$ cat src/hdl/ttuc_pkg.sv
// Shared types, codes and constants for the tick/time unit converter.
// Used by every module of the converter; depends on nothing else.
package ttuc_pkg;

  // Number of restoring divide cells in one divider chain.
  localparam int unsigned DivSteps = 64;
  // Number of partial-product cells (three for each of two products).
  localparam int unsigned MulSteps = 6;

  localparam logic [63:0] AllOnes64 = {64{1'b1}};
  localparam logic [31:0] AllOnes32 = {32{1'b1}};

  localparam logic [31:0] FreqNarrowReset = 32'd1000000;
  localparam logic [63:0] FreqWideReset   = 64'd1000000000;

  // Conversion codes carried in the kind field.
  typedef enum logic [2:0] {
    KIND_T32_FLOOR = 3'd0,
    KIND_T32_CEIL  = 3'd1,
    KIND_U32_CEIL  = 3'd2,
    KIND_T64_FLOOR = 3'd3,
    KIND_T64_CEIL  = 3'd4,
    KIND_U64_CEIL  = 3'd5
  } kind_e;

  // Configuration register indexes.
  typedef enum logic {
    REG_FREQ_NARROW = 1'b0,
    REG_FREQ_WIDE   = 1'b1
  } cfg_reg_e;

  // Which 32-bit halves a multiply cell combines.
  typedef enum logic [1:0] {
    PART_LL = 2'd0,
    PART_LH = 2'd1,
    PART_HL = 2'd2
  } part_e;

  // One item in flight through the cell chains.
  typedef struct packed {
    logic        vld;
    logic [2:0]  kind;
    logic        dz;    // divisor is zero
    logic [31:0] fac;
    logic [63:0] den;
    logic [63:0] num;   // dividend shifting out, quotient shifting in
    logic [63:0] rem;
    logic [63:0] acc;   // whole-second product, or the finished narrow result
    logic [63:0] aux;   // remainder product
  } ttuc_item_t;

  // True for the three 64-bit conversions.
  function automatic logic is_wide(input logic [2:0] kind);
    logic res;
    res = (kind == KIND_T64_FLOOR) || (kind == KIND_T64_CEIL) || (kind == KIND_U64_CEIL);
    return res;
  endfunction

  // Halves used by multiply step k.
  function automatic part_e step_part(input int unsigned k);
    part_e res;
    case (k % 3)
      0:       res = PART_LL;
      1:       res = PART_LH;
      default: res = PART_HL;
    endcase
    return res;
  endfunction

endpackage

$ cat src/hdl/ttuc_mul_cell.sv
// One partial-product cell of the wrapping 64x64 multiply.
// Depends on ttuc_pkg for the item type and the part codes.
module ttuc_mul_cell (
  input  logic                clk_i,
  input  logic                rst_ni,
  input  logic                en_i,
  input  ttuc_pkg::part_e     part_i,
  input  logic                to_aux_i,
  input  logic [63:0]         freq_wide_i,
  input  ttuc_pkg::ttuc_item_t item_i,
  output ttuc_pkg::ttuc_item_t item_o
);
  import ttuc_pkg::*;

  ttuc_item_t  item_d, item_q;
  logic [63:0] opa, opb, prod, term;
  logic [31:0] pa, pb;

  // Whole seconds go to acc, the remainder to aux; the scale is the factor
  // or, for unit to tick, the wide frequency.
  always_comb begin
    item_d = item_i;
    opa    = to_aux_i ? item_i.rem : item_i.num;
    opb    = (item_i.kind == KIND_U64_CEIL) ? freq_wide_i : {32'b0, item_i.fac};
    case (part_i)
      PART_LL: begin
        pa = opa[31:0];
        pb = opb[31:0];
      end
      PART_LH: begin
        pa = opa[31:0];
        pb = opb[63:32];
      end
      default: begin
        pa = opa[63:32];
        pb = opb[31:0];
      end
    endcase
    prod = 64'(pa) * 64'(pb);
    term = (part_i == PART_LL) ? prod : {prod[31:0], 32'b0};
    if (is_wide(item_i.kind)) begin
      if (to_aux_i) begin
        item_d.aux = item_i.aux + term;
      end else begin
        item_d.acc = item_i.acc + term;
      end
    end
  end

  always_ff @(posedge clk_i or negedge rst_ni) begin
    if (!rst_ni) begin
      item_q <= '0;
    end else if (en_i) begin
      item_q <= item_d;
    end
  end

  assign item_o = item_q;

endmodule
$ cat config.mk
export PLATFORM = sky130hd
export DESIGN_NAME = ttuc_mul_cell
export DESIGN_NICKNAME = d
export VERILOG_FILES = /design/src/hdl/ttuc_pkg.sv /design/src/hdl/ttuc_mul_cell.sv
export SDC_FILE = /design/constraint.sdc
export NUM_CORES = 2
export LEC_CHECK = 0
export ABC_AREA = 1
export ABC_CLOCK_PERIOD_IN_PS = 900
export CELL_PAD_IN_SITES_DETAIL_PLACEMENT = 0
export CELL_PAD_IN_SITES_GLOBAL_PLACEMENT = 2
export CORE_UTILIZATION = 39
export CTS_CLUSTER_DIAMETER = 200
export DETAILED_ROUTE_END_ITERATION = 16
export DONT_BUFFER_PORTS = 1
export GPL_TIMING_DRIVEN = 0
export PLACE_DENSITY = 0.86
export SYNTH_ARGS = -nofsm -noshare
export SYNTH_HDL_FRONTEND = slang
export SYNTH_SLANG_ARGS = --single-unit
$ cat constraint.sdc
create_clock -name clk_i -period 0.9 [get_ports clk_i]
set_input_delay 0.18 -clock clk_i [delete_from_list [all_inputs] [get_ports clk_i]]
set_output_delay 0.18 -clock clk_i [all_outputs]
set_load 0.01 [all_outputs]
-- After elaboration in Yosys (flattened, before gate mapping)
Index checks and enable logic that the tools add are counted.
- bits of input ports: 427
- register bits after elaboration: 357
- output and inout bits: 357
- word-level logic and storage cells: 28
- muxes and demuxes: 8
- eq/ne operators: 4
- $mul: 1
- $add $sub $neg: 2
- reduce and logical (&&, ||, !) cells: 4
- operator list (cell ; number):
    64-bit two-way mux ; 5
    64-bit adder ; 2
    128-bit two-way mux ; 1
    32-bit by 32-bit multiplier with 64-bit output ; 1
    32-bit two-way mux ; 2
    3-bit == test, second input constant ; 2
    3-bit by 2-bit == test with 1-bit output, second input constant ; 1
    2-bit by 1-bit == test with 1-bit output, second input constant ; 1
    2-bit logical NOT ; 1
    1-bit logical OR ; 2
    2-bit OR reduction ; 1

-- Depth between registers and ports, before layout
- depth in word-level cells: 8
- mapped depth: 53
- depth with buffers taken out: 51

-- Least setup slack after synthesis
OpenSTA, ideal clock, no wires.
- path kind: in2reg
- start point: in part_i[1]
- end point: reg item_q (netlist bit item_o[63])
- stages on the path: 47
- buffers on the path: 4
- setup time: 0.117 ns
- arrival time: 8.531 ns
- setup slack: -7.748 ns
- cell sequence: buf_2 -> nor2_2 -> inv_1 -> buf_2 -> buf_2 -> nand3_1 -> nand2_1 -> buf_2 -> nor2_1 -> fa_1 -> inv_1 -> fa_1 -> fa_1 -> fa_1 -> inv_1 -> fa_1 -> inv_1 -> fa_1 -> [... 11 more ...] -> nand2_1 -> or2_1 -> nand3_1 -> nand2_1 -> ha_1 -> nand2_1 -> nor2_1 -> inv_1 -> nor2_1 -> inv_1 -> nor4_1 -> nand2_1 -> nand2_1 -> nand3_1 -> nand3_1 -> nand2_1 -> nand3_1 -> nand2_1
- cells in the longest elaborated chain, start to end: 8
- elaborated cells on any way between the ends: 10
- those cells by class: 1 x add/sub; 1 x mul; 1 x eq/ne; 5 x mux; 2 x reduce/logical
- ends and longest elaborated chain (item ; line ; text):
    start: declaration ; ttuc_mul_cell.sv:7 ; input ttuc_pkg::part_e part_i,
    2-bit by 1-bit == test with 1-bit output / 2-bit logical NOT (equally long branches) ; ttuc_mul_cell.sv:25, ttuc_mul_cell.sv:40 ;
    2-bit OR reduction (no source line) ; -- ;
    32-bit two-way mux ; ttuc_mul_cell.sv:25 ; case (part_i)
    32-bit by 32-bit multiplier with 64-bit output ; ttuc_mul_cell.sv:39 ; prod = 64'(pa) * 64'(pb);
    64-bit two-way mux (*) ; ttuc_mul_cell.sv:40 ; term = (part_i == PART_LL) ? prod : {prod[31:0], 32'b0};
    64-bit adder (*) ; ttuc_mul_cell.sv:43 ; item_d.aux = item_i.aux + term;
    64-bit two-way mux (*) ; ttuc_mul_cell.sv:42 ; if (to_aux_i) begin
    128-bit two-way mux (*) ; ttuc_mul_cell.sv:41 ; if (is_wide(item_i.kind)) begin
    end signal: assignment ; ttuc_mul_cell.sv:54 ; item_q <= item_d;
    end: declaration ; ttuc_mul_cell.sv:15 ; ttuc_item_t item_d, item_q;
Every way passes the cells marked *; elsewhere a longest branch is shown, timed or not.
A chain may end at the register's enable or synchronous reset.

-- Worst setup path in the final report
- start point: in to_aux_i
- end point: reg item_q (netlist bit item_o[63])
- cells in the longest elaborated chain, start to end: 7
- ends and longest elaborated chain (item ; line ; text):
    start: declaration ; ttuc_mul_cell.sv:8 ; input logic to_aux_i,
    64-bit two-way mux ; ttuc_mul_cell.sv:23 ; opa = to_aux_i ? item_i.rem : item_i.num;
    32-bit two-way mux ; ttuc_mul_cell.sv:25 ;
    32-bit by 32-bit multiplier with 64-bit output ; ttuc_mul_cell.sv:39 ;
    64-bit two-way mux ; ttuc_mul_cell.sv:40 ;
    64-bit adder ; ttuc_mul_cell.sv:43 ;
    64-bit two-way mux (*) ; ttuc_mul_cell.sv:42 ;
    128-bit two-way mux (*) ; ttuc_mul_cell.sv:41 ;
Marks and branches as above.

==> results.md <==
- TritonCTS Buffers: 43
- GRT Overall Usage: a little under half
- Register area: 8930 sq um
- Yosys cell types: 54
- Fillers: 14243
- CTS Sinks: between 300 and 400
- Initial drt markers: about 6000
- Remaining global-route overflow: 0
- Vias per inst: between 5 and 6
- R2R Path Start: item_o[324]
- Fmax: about 110 MHz
- Met2 Use GR: a little over two thirds
- Die Wd: between 300 and 400 um
- Net count after synthesis: 9577
- Status: finished, violations left
- Clk_lat worst skew: 630 ps
- CTS tree: done
- Die area: 152000 sq um
- Layer with the highest usage: met2
- Synth Instances: ~7900
- Wirelength per Cell: 32.8 um
- Final slew viol count: 0
- # port buffers: 0
- Ys Warns: 0
- WHS: -760 ps
- Via count: slightly above 60000
- Largest net degree at the start of global routing: approximately 360
- Vias in the first global route: a little over 60000
- Fin worst setup slack: -8230 ps
- R2R depth: 2
- Drt pass-1 iters: 6
- Initial cell density of the core: just under 40%
- GPL Wtd Cong: 1.15
- Grt met3 use: between 15 and 20%
- Count leader, synth: nand2_1
- Area grow syn2layout: 37.8%
- Ys async rst share: between 90% and 100%
- Synth area leader: fa_1
- Critical path type: input port to flop
- Synth top area cells: fa_1, dfrtp_1, nand2_1, ha_1, inv_1
- Crit path from: to_aux_i
- Top delay family on crit path: adder cells
- Post-synthesis sequential area ratio: between 10% and 20%
- Detailed Place HPWL: between 200 and 300 mm
- R2R Setup Slk: -300 ps
- Placed inst area: between 60000 and 70000 sq um
- Actual slew at the worst max-slew pin: 1410 ps
- Design area: slightly above 80000 sq um
- Unrepaired setup endpoints after global routing: yes
- # DRC: 0
- Slowest-stage cell, CP: fa_2
- Mean post-synth cell area: around 7.4 sq um
- Worst-path fanout max: 11
- Failing checks: negative hold slack, negative setup slack
- TNS Setup: -1454830 ps
- # setup viols final: a little under 900
- Largest register FFs: approximately 360
- Core Rows: 141
- Post-synth EDFFs: 0
- Multi-input logic area: approximately 51000 sq um
- Register bit total from synthesis: 357
- Clock transition at the registers of the reported paths: 60 ps
- WL final: approximately 350 mm
- Reg-to-Reg End: item_o[324]
- Clock Path Buffers: 3
- WP depth: between 40 and 50
- Critical path arrival: 9700 ps
- First-pass GRT wire length: a little under 500 mm
- Final Util: between 50% and 60%
- Worst Path Required: about 1500 ps
- Final Hold Viols: around 190
- Maximum level of the CTS H-tree: 2
- Crit path capture type: flop
- Post-Synthesis Cell Area: 58500 sq um
- Post-CTS Hold Buffers: around 350
- Clk_skew: 0 ps
- I/O Pins: just under 800
- Slowest stage delay, CP: 630 ps
- DRT antenna net count: 0
- Root Driver: clkbuf_16
- CP bufs+invs: 13
- # nets final: 10388
- Worst slew margin: between 5 and 6%
- Core area: 148000 sq um
- CP Capture Point: item_o[63]
- HP Class: input port to asynchronous set/reset pin
- Layout cells sized above 1: between 20% and 30%
- Final Cycle Share: 1010%
- Type of origin of the critical path: input port
- Max Cap Viol: 0
- Top FF cell, synth: dfrtp_1
- Met1 Usage GRT: 53.4%
- Most instantiated cells after synthesis: nand2_1, inv_1, nor2_1
- Yosys top cell area share: 30.7%
- Crit path time final: 9130 ps
- Overall die height: between 300 and 400 um
- Antenna violations before repair: 55
- Worst slack at placement: -11020 ps
-- cells in the final DEF, fill, tap and decap left out, types with 138 or more instances in the layout --
cell type | Yosys | layout
fa_1 | 898 | 843
nand2_1 | 2033 | 1850
dfrtp_1 | 357 | 357
inv_1 | 1290 | 1131
a21oi_2 | 14 | 140
nor2_4 | 0 | 138
dlygate4sd3_1 | 0 | 351
ha_1 | 395 | 272
nor2_2 | 14 | 159
a21oi_1 | 352 | 175
nor2_1 | 1103 | 820
buf_4 | 3 | 304
o21ai_0 | 291 | 155
-- through the flow --
step / cells / hold slack (ps)
finish: 10761 / -760
global route: 10735 / -771
CTS: 10500 / -771
detailed placement: 9860 / -108
global placement: 9859 / -107
floorplan: 7857 / -116
-- area by class of cell --
| type | instances | share of cell area, % |
|---|---|---|
| antenna | 59 | 0.183 |
| multi-input combinational | 5870 | 63.6 |
| clock buffer | 58 | 1.53 |
| sequential | 357 | 11.1 |
| timing repair buffer | 768 | 9.90 |
| inverter | 1334 | 6.55 |
| buffer | 294 | 3.69 |
| tap | 2002 | 3.11 |
| clock inverter | 19 | 0.318 |
-- metal layers --
layer | vias up | routed length, um
met1 | 30680 | 127000
met4 | 20 | 33100
met5 | - | 126
met3 | 1109 | 41800
li1 | 25665 | -
met2 | 3648 | 151000
-- worst register-to-register path, stage by stage, from the launching register on --
cell     delay (ps)
dfrtp_1         880
nand2_1         150
nand2_1         110
-- how the worst min path moves through the flow --
| stage | start | slack, ps | cells past startpoint | end |
|---|---|---|---|---|
| 2_1_floorplan | rst_ni | -120 | 0 | item_o[0] |
| 3_3_place_gp | rst_ni | -110 | 0 | item_o[35] |
| 3_5_place_dp | rst_ni | -110 | 0 | item_o[46] |
| 4_1_cts | rst_ni | -770 | 0 | item_o[46] |
| 5_1_grt | rst_ni | -770 | 0 | item_o[29] |
| 6_report | rst_ni | -760 | 0 | item_o[46] |
-- kinds of logic after synthesis --
kind of cell             Yosys count  synth area share (%)
flip-flops                       357                  15.3
XOR/XNOR                          96                  1.45
AO/OA/AOI/OAI                    933                  9.30
AND/OR/NAND/NOR                 3548                  24.1
buffers and inverters           1630                  10.7
adder cells (fa/ha/maj)         1293                  39.2
-- repair_timing --
item	CTS	global route
buffers inserted	209	194
setup endpoints to repair	714	889
endpoints found under the hold margin	710	185
pin swaps	214	333
cloned	4	7
resized for setup	1096	1033
Power is left out: the tool's default activity adds up to more than one toggle a clock period on the data nets, which glitch-free logic cannot reach.
