===== src/hdl/ttuc_pkg.sv =====
// Shared types, codes and constants for the tick/time unit converter.
// Used by every module of the converter; depends on nothing else.
package ttuc_pkg;

  // Number of restoring divide cells in one divider chain.
  localparam int unsigned DivSteps = 64;
  // Number of partial-product cells (three for each of two products).
  localparam int unsigned MulSteps = 6;

  localparam logic [63:0] AllOnes64 = {64{1'b1}};
  localparam logic [31:0] AllOnes32 = {32{1'b1}};

  localparam logic [31:0] FreqNarrowReset = 32'd1000000;
  localparam logic [63:0] FreqWideReset   = 64'd1000000000;

  // Conversion codes carried in the kind field.
  typedef enum logic [2:0] {
    KIND_T32_FLOOR = 3'd0,
    KIND_T32_CEIL  = 3'd1,
    KIND_U32_CEIL  = 3'd2,
    KIND_T64_FLOOR = 3'd3,
    KIND_T64_CEIL  = 3'd4,
    KIND_U64_CEIL  = 3'd5
  } kind_e;

  // Configuration register indexes.
  typedef enum logic {
    REG_FREQ_NARROW = 1'b0,
    REG_FREQ_WIDE   = 1'b1
  } cfg_reg_e;

  // Which 32-bit halves a multiply cell combines.
  typedef enum logic [1:0] {
    PART_LL = 2'd0,
    PART_LH = 2'd1,
    PART_HL = 2'd2
  } part_e;

  // One item in flight through the cell chains.
  typedef struct packed {
    logic        vld;
    logic [2:0]  kind;
    logic        dz;    // divisor is zero
    logic [31:0] fac;
    logic [63:0] den;
    logic [63:0] num;   // dividend shifting out, quotient shifting in
    logic [63:0] rem;
    logic [63:0] acc;   // whole-second product, or the finished narrow result
    logic [63:0] aux;   // remainder product
  } ttuc_item_t;

  // True for the three 64-bit conversions.
  function automatic logic is_wide(input logic [2:0] kind);
    logic res;
    res = (kind == KIND_T64_FLOOR) || (kind == KIND_T64_CEIL) || (kind == KIND_U64_CEIL);
    return res;
  endfunction

  // Halves used by multiply step k.
  function automatic part_e step_part(input int unsigned k);
    part_e res;
    case (k % 3)
      0:       res = PART_LL;
      1:       res = PART_LH;
      default: res = PART_HL;
    endcase
    return res;
  endfunction

endpackage


===== src/hdl/ttuc_div_cell.sv =====
// One restoring division cell: retires one quotient bit per item.
// Depends on ttuc_pkg for the item type.
module ttuc_div_cell (
  input  logic                clk_i,
  input  logic                rst_ni,
  input  logic                en_i,
  input  ttuc_pkg::ttuc_item_t item_i,
  output ttuc_pkg::ttuc_item_t item_o
);
  import ttuc_pkg::*;

  ttuc_item_t item_d, item_q;
  logic [64:0] trial;
  logic        fits;

  // Shift the next dividend bit into the partial remainder and try a subtract.
  always_comb begin
    item_d = item_i;
    trial  = {item_i.rem, item_i.num[63]};
    fits   = trial >= {1'b0, item_i.den};
    item_d.rem = fits ? 64'(trial - {1'b0, item_i.den}) : trial[63:0];
    item_d.num = {item_i.num[62:0], fits};
  end

  always_ff @(posedge clk_i or negedge rst_ni) begin
    if (!rst_ni) begin
      item_q <= '0;
    end else if (en_i) begin
      item_q <= item_d;
    end
  end

  assign item_o = item_q;

endmodule


===== config.mk =====
export PLATFORM = sky130hd
export DESIGN_NAME = ttuc_div_cell
export DESIGN_NICKNAME = d
export VERILOG_FILES = /design/src/hdl/ttuc_pkg.sv /design/src/hdl/ttuc_div_cell.sv
export SDC_FILE = /design/constraint.sdc
export NUM_CORES = 1
export LEC_CHECK = 0
export ABC_AREA = 1
export CELL_PAD_IN_SITES_DETAIL_PLACEMENT = 2
export CELL_PAD_IN_SITES_GLOBAL_PLACEMENT = 2
export CORE_AREA = 2 2 280 282
export DETAILED_ROUTE_END_ITERATION = 6
export DIE_AREA = 0 0 282 284
export DONT_BUFFER_PORTS = 1
export PLACE_DENSITY = 0.63
export SYNTH_ARGS = -nofsm -noshare
export SYNTH_HDL_FRONTEND = slang
export SYNTH_SLANG_ARGS = --single-unit

===== constraint.sdc =====
create_clock -name clk_i -period 0.8 [get_ports clk_i]
set_input_delay 0.04 -clock clk_i [delete_from_list [all_inputs] [get_ports clk_i]]
set_output_delay 0.04 -clock clk_i [all_outputs]
set_load 0.03 [all_outputs]

==> summary by stage, run 1 <==
Run status
The tool reported: "[ERROR GRT-0232] Routing congestion too high. Check the congestion heatmap in the GUI". The run stopped with a tool error. The terminating stage of the flow is 5_1_grt.

Timing
After the last repair the worst path ends at a register data pin. The global-route repair_timing pass left the worst setup endpoint at item_o[189]$_DFFE_PN0P_/D.

Global routing
The number of antenna violations at the first check in global routing is 56. The total congestion overflow is 12. The overall track demand over capacity in global routing is 0.7436. Entering global routing, the biggest net connects 358 pins.

CTS
The CTS sink count is 357. In this run the deepest clock path goes through 3 buffers. The total CTS buffers is 45. The cell at the root of the clock tree is clkbuf_16. CTS built an H-tree with a depth of 2.

Yosys
The flip-flop and latch count after synthesis is between 300 and 400. Sorting the synthesized cells by area gives the leading types as dfrtp_1 44%, nand2_1 30%, inv_1 7.2%, ha_1 3.9%, nand3_1 2.6%. After technology mapping, the gate count stands at slightly above 3000. After synthesis the cells add up to approximately 21000 µm². For this run, the leading register cell type out of synthesis is dfrtp_1.

The proportion of synthesized flip-flops having asynchronous set or reset is 1.000. The synthesized area divided by synthesized cell count is 6.757 µm². The top cell type by total area after synthesis is dfrtp_1.

The total number of yosys warnings is 0. The total nets after synthesis is 3462. The share of synthesized area in the top cell type comes to 0.4353.

Of the synthesized area, sequential elements account for 0.4353. After synthesis, the netlist uses 36 different library cells. The number of flops mapped to enable cells by yosys is 0.

Floorplanning
From left edge to right edge, the die measures 282 µm. In this run the vertical extent of the chip is 284 µm. For this design the top-level I/O count stands at 717. The initial core utilization is 0.2667. The floorplan has 102 rows.

Place
The wire-length estimate of the detail-placed layout is 83.76 mm. The cell area reported after detailed placement is 27480 µm². The number of buffer cells added on primary ports is 0. The final estimated routing congestion in global placement is approximately 0.93.

Once placement completed, the tool counted placed cells totaling 4661. The worst setup slack after placement is -1.615 ns.
kinds of logic after synthesis:
family	synth area share
simple gates	0.3834
buf+inv	0.1016
flops	0.4353
compound gates	0.02646
fa+ha+maj	0.04000
xor+xnor	0.01323
timing repair:
item,4_1_cts
hold endpoints to repair,714
resized for setup,520
cloned,8
setup buffers,156
pin swaps,16
hold buffers,505
endpoints found under the setup margin,422
cell usage after synthesis (6+ instances only):
library cell	count
o21ai_0	66
buf_6	6
buf_1	11
clkbuf_1	68
ha_1	64
nand4_1	10
inv_2	37
nor3_1	9
nand3b_1	54
nor2_2	16
dfrtp_1	357
nand3_1	107
nand2_2	6
inv_1	391
xnor2_1	30
nor2_1	97
nand2_1	1627
a21oi_1	37
nand3_2	11
buf_2	6
metal layers:
layer  track usage  GRT overflow
met1        0.7388             0
met2        0.9191             6
met3        0.5711             1
met4        0.7816             5
met5        0.1606             0
per-stage QoR:
stage	util	setup TNS [ns]	hold WS (ns)
after floorplan	-	-55.53	-0.2556
after global placement	0.3571	-114.15	-0.2463
after detailed placement	0.3571	-123.19	-0.2448
after CTS	0.4861	-188.57	-0.8962
==> run 2, diff against run 1 <==
==> config.mk (replaced) <==
export PLATFORM = sky130hd
export DESIGN_NAME = ttuc_div_cell
export DESIGN_NICKNAME = d
export VERILOG_FILES = /design/src/hdl/ttuc_pkg.sv /design/src/hdl/ttuc_div_cell.sv
export SDC_FILE = /design/constraint.sdc
export NUM_CORES = 1
export LEC_CHECK = 0
export ABC_AREA = 1
export CORE_AREA = 2 2 282 284
export DETAILED_ROUTE_END_ITERATION = 6
export DIE_AREA = 0 0 284 286
export DONT_BUFFER_PORTS = 1
export PLACE_DENSITY_LB_ADDON = 0.15
export SYNTH_ARGS = -nofsm -noshare
export SYNTH_HDL_FRONTEND = slang
export SYNTH_SLANG_ARGS = --single-unit
==> summary by stage, run 2 <==
Timing
The final hold violation count was 513. Subtracting the final worst setup slack from the clock period gives between 1.5 and 2 ns. Headroom to the max-slew limit came out at 0.3241. Hold timing on the final database bottoms out at a slack of -0.8433 ns. The number of max-slew violations in the final report was 0. The share of the cycle needed by the critical path after routing is 1.943. The slew at the pin closest to its max-slew limit is ~1.0 ns. Setup repair after global routing could not meet its margin everywhere. Derived from the worst setup path, the maximum achievable clock frequency is 643.3 MHz. The worst-case clock skew is 0 ns. The final count of negative-setup-slack endpoints is 471. The slack of the critical path is -0.7545 ns.

Pwr
Cell internal power was estimated by the tool at about 43000 µW. Overall power consumption after layout is estimated at 66030 µW. The maximum resistive drop on vdd is 1412 µV. Of the total power, the share spent switching nets is 0.3511. In this run the static leakage power is 0.01961 µW. The net switching component of the power is 23180 µW. The share of total power dissipated in combinational logic is 0.370. The clock group share of total power is 0.305.

The power per standard cell area is approximately 1800 nW/µm². The share of total power dissipated in sequential elements is 0.326.

Setup path
The cell with the largest stage delay on the worst path is ha_4. Data arrives at the worst endpoint at 2.05 ns. For the worst setup path, the data required time is 1.29 ns. The type of element capturing the critical path is a flop. The buffer and inverter count on the worst path is 3.

The startpoint class of the critical path is an input port. Of all nets on the critical path, the largest fanout is 9. The family with the most delay on the worst path is simple AND/OR/NAND/NOR gates. The most prevalent standard cell on the critical path is nand2_1. The class of the most critical setup path is in -> reg. The delay contributed by the slowest stage of the critical path is 0.25 ns.

The critical path goes through clkinvlp_4, ha_4, nand2_1, nand2_1, a21oi_2, o21ai_2, nand2_2, nand3_4, nor2_4, buf_12, nand2_8, buf_12, nand2_8, nand2_1, nand2_1, nand2_1.

Yosys
The xor/xnor cell area share of the yosys netlist is 0.01323 (unchanged). The total number of yosys warnings was 0 (unchanged). The most common cell in the synthesized netlist is nand2_1.

The number of unique standard cell types used by synthesis is 36 (unchanged). The main combinational cell family by area after synthesis is simple AND/OR/NAND/NOR gates. The number of standard cells after synthesis is 3037 (unchanged). The primary flip-flop cell chosen by synthesis mapping is dfrtp_1. The synthesized area divided by synthesized cell count was 6.757 µm² (unchanged). The proportion of synthesized flip-flops having asynchronous set or reset is 1.000 (unchanged). Sorting the synthesized cells by how often they occur yields 1627 x nand2_1, 391 x inv_1, 357 x dfrtp_1, 107 x nand3_1, 97 x nor2_1. The number of flops mapped to enable cells by yosys came to 0 (unchanged). The summed instance area of the synthesized netlist is 20520 µm² (unchanged). The area share of the largest cell type after synthesis is 0.4353 (unchanged). The synthesized-area fraction occupied by adder cells is 0.04000 (unchanged). Yosys attributes the largest share of cell area to dfrtp_1 44%, nand2_1 30%, inv_1 7.2%, ha_1 3.9%, nand3_1 2.6%.

The complex-gate fraction of the synthesized area is 0.02646 (unchanged). The total nets after synthesis is 3462 (unchanged). The flip-flop and latch count after synthesis came to 357 (unchanged). The share of synthesized area occupied by flip-flops and latches was 0.4353 (unchanged). The top cell type by total area after synthesis is dfrtp_1. The multiplexer fraction of the synthesized cell area is 0 (unchanged). The area fraction in and, or, nand and nor cells after synthesis came to 0.3834 (unchanged).

Place
The cell area reported after detailed placement is 27100 µm² (-1.4%). The number of buffer cells added on primary ports came to 0 (unchanged). The final estimated routing congestion in global placement was 0.9739 (+4.2%). The HPWL reported at the end of detailed placement came to 78.20 mm (-6.6%). The number of cells after detailed placement is 4620 (-0.88%).

CTS
The buffer levels on the longest clock path is 3 (unchanged). The deepest level of the CTS H-tree is 2 (unchanged). The cell at the root of the clock tree is clkbuf_16.

After clock tree synthesis, the clock-pin slew on the worst setup and hold paths is 0.06 ns. The clock latency reported for the late side of the worst-skew pair is 0.58 ns. The CTS sink count came to 357 (unchanged). The total CTS buffers is 45 (unchanged).

TritonCTS built the clock tree.

Run status
The flow ran to the end, but the final reports show violations. The checks that failed: hold timing, setup timing.

Cells and area
In the layout the commonest cells are 1491 x nand2_1, 450 x dlygate4sd3_1, 404 x buf_4. The most common cell after layout, fill and taps aside is nand2_1. The flip-flop count of the largest register, all copies and words added is 357. The finished layout holds about 5400 standard cells, fillers aside.

In the final layout, the share of cells above drive strength 1 is 0.2948. The area growth from synthesis to layout is 82.50%. The net count of the finished layout is between 4000 and 5000. With fillers left out, the area of the finished cells amounts to 37450 µm².

At the end of the flow the core is filled with cells to 0.4780.

Global routing
The number of global-route vias before repair is 24040. The first-pass GRT wire length is between 150 and 200 mm. The number of antenna violations at the first check in global routing is 23.

For this run, the total global-route usage over all layers was measured as 0.2550. Entering global routing, the biggest net connects ~360 pins. Global routing finished with a remaining overflow of 0.

Routing
The detailed-route via count is between 20000 and 25000. The DRC marker count from the first detailed-route iteration is 1366. Summed over all layers, the routed wires come to 108.4 mm.

After detailed routing, the number of vias per cell comes to 4.402. The detailed-router iteration count before antenna repair is 5. The per-cell routed wire length is 20.25 µm. For this run, design rule violations remaining after detail routing come to 0. The count of nets left with antenna violations once routing finished came out at 0.

Floorplanning
The initial core utilization was 0.2619 (-0.004761). The die span in y is 286 µm (+0.70%). The core region is 78360 µm².

The number of I/O pins is 717 (unchanged). The number of placement rows was 103 (+0.98%). The die covers 81220 µm².

The horizontal extent of the die is 284 µm (+0.71%).

Min path
The worst min-delay path class is in -> async.

Flow run
The tool flagged a number of max-cap violations equal to 0.
[run 2: cell counts after synthesis]
Identical to the previous run, type by type.
[run 2: worst paths after layout]
| kind | slack (ns) | endpoint | cells after the start | start |
|---|---|---|---|---|
| max in group asynchronous | 0.81 | item_o[142] | 0 | rst_ni |
| min | -0.84 | item_o[311] | 0 | rst_ni |
| max reg2reg | -0.07 | item_o[299] | 4 | item_o[299] |
| max | -0.75 | item_o[184] | 16 | item_i[310] |
| min reg2reg | 0.49 | item_o[230] | 2 | item_o[230] |
| min in group clk_i | -0.42 | item_o[253] | 2 | en_i |
[run 2: kinds of logic after synthesis]
family          count (synthesis)
xor+xnor                       31
buf+inv                       528
fa+ha+maj                      65
compound gates                107
simple gates                 1949
flops                         357
[run 2: what timing repair did]
item,4_1_cts,5_1_grt
gates resized for setup,532,168
cloned,8,7
endpoints found under the hold margin,714,518
pin swaps,65,65
setup buffers,70,105
endpoints found under the setup margin,422,505
hold buffers,500,14
[run 2: per-stage QoR]
stage	setup slack, ns	TNS (ns)
after detailed placement	-1.500	-92.27
after floorplan	-0.8740	-55.53
after global placement	-1.531	-90.29
after CTS	-0.6374	-182.64
final	-0.7545	-184.89
after global routing	-0.8098	-202.21
[run 2: metal layers]
metal | global-route usage | vias up | share of wire
met4 | 0.08303 | 14 | 0.035
met1 | 0.3081 | 11130 | 0.41
met3 | 0.08421 | 168 | 0.085
met5 | 0 | - | 0.00085
met2 | 0.4276 | 690 | 0.47
li1 | - | 11550 | -
[run 2: power by group through the flow]
stage | clock (µW) | combinational [µW] | sequential (µW)
finish | 20100 | 24400 | 21500
global route | 21300 | 26100 | 21700
CTS | 20700 | 23100 | 21400
detailed placement | 0 | 18300 | 21400
global placement | 0 | 18300 | 21400
floorplan | 0 | 6730 | 25100
[run 2: final cells by class]
class,count,area [µm²]
clock buffers,68,1304
repair buffers,1272,12660
flip-flops and latches,357,8936
multi-input cells,2155,11400
well taps,1050,1314
clock inverters,12,120.1
diodes,5,12.51
inverters,431,1702
fillers,7608,40900
Note: power is estimated with default switching activity, not from simulation.
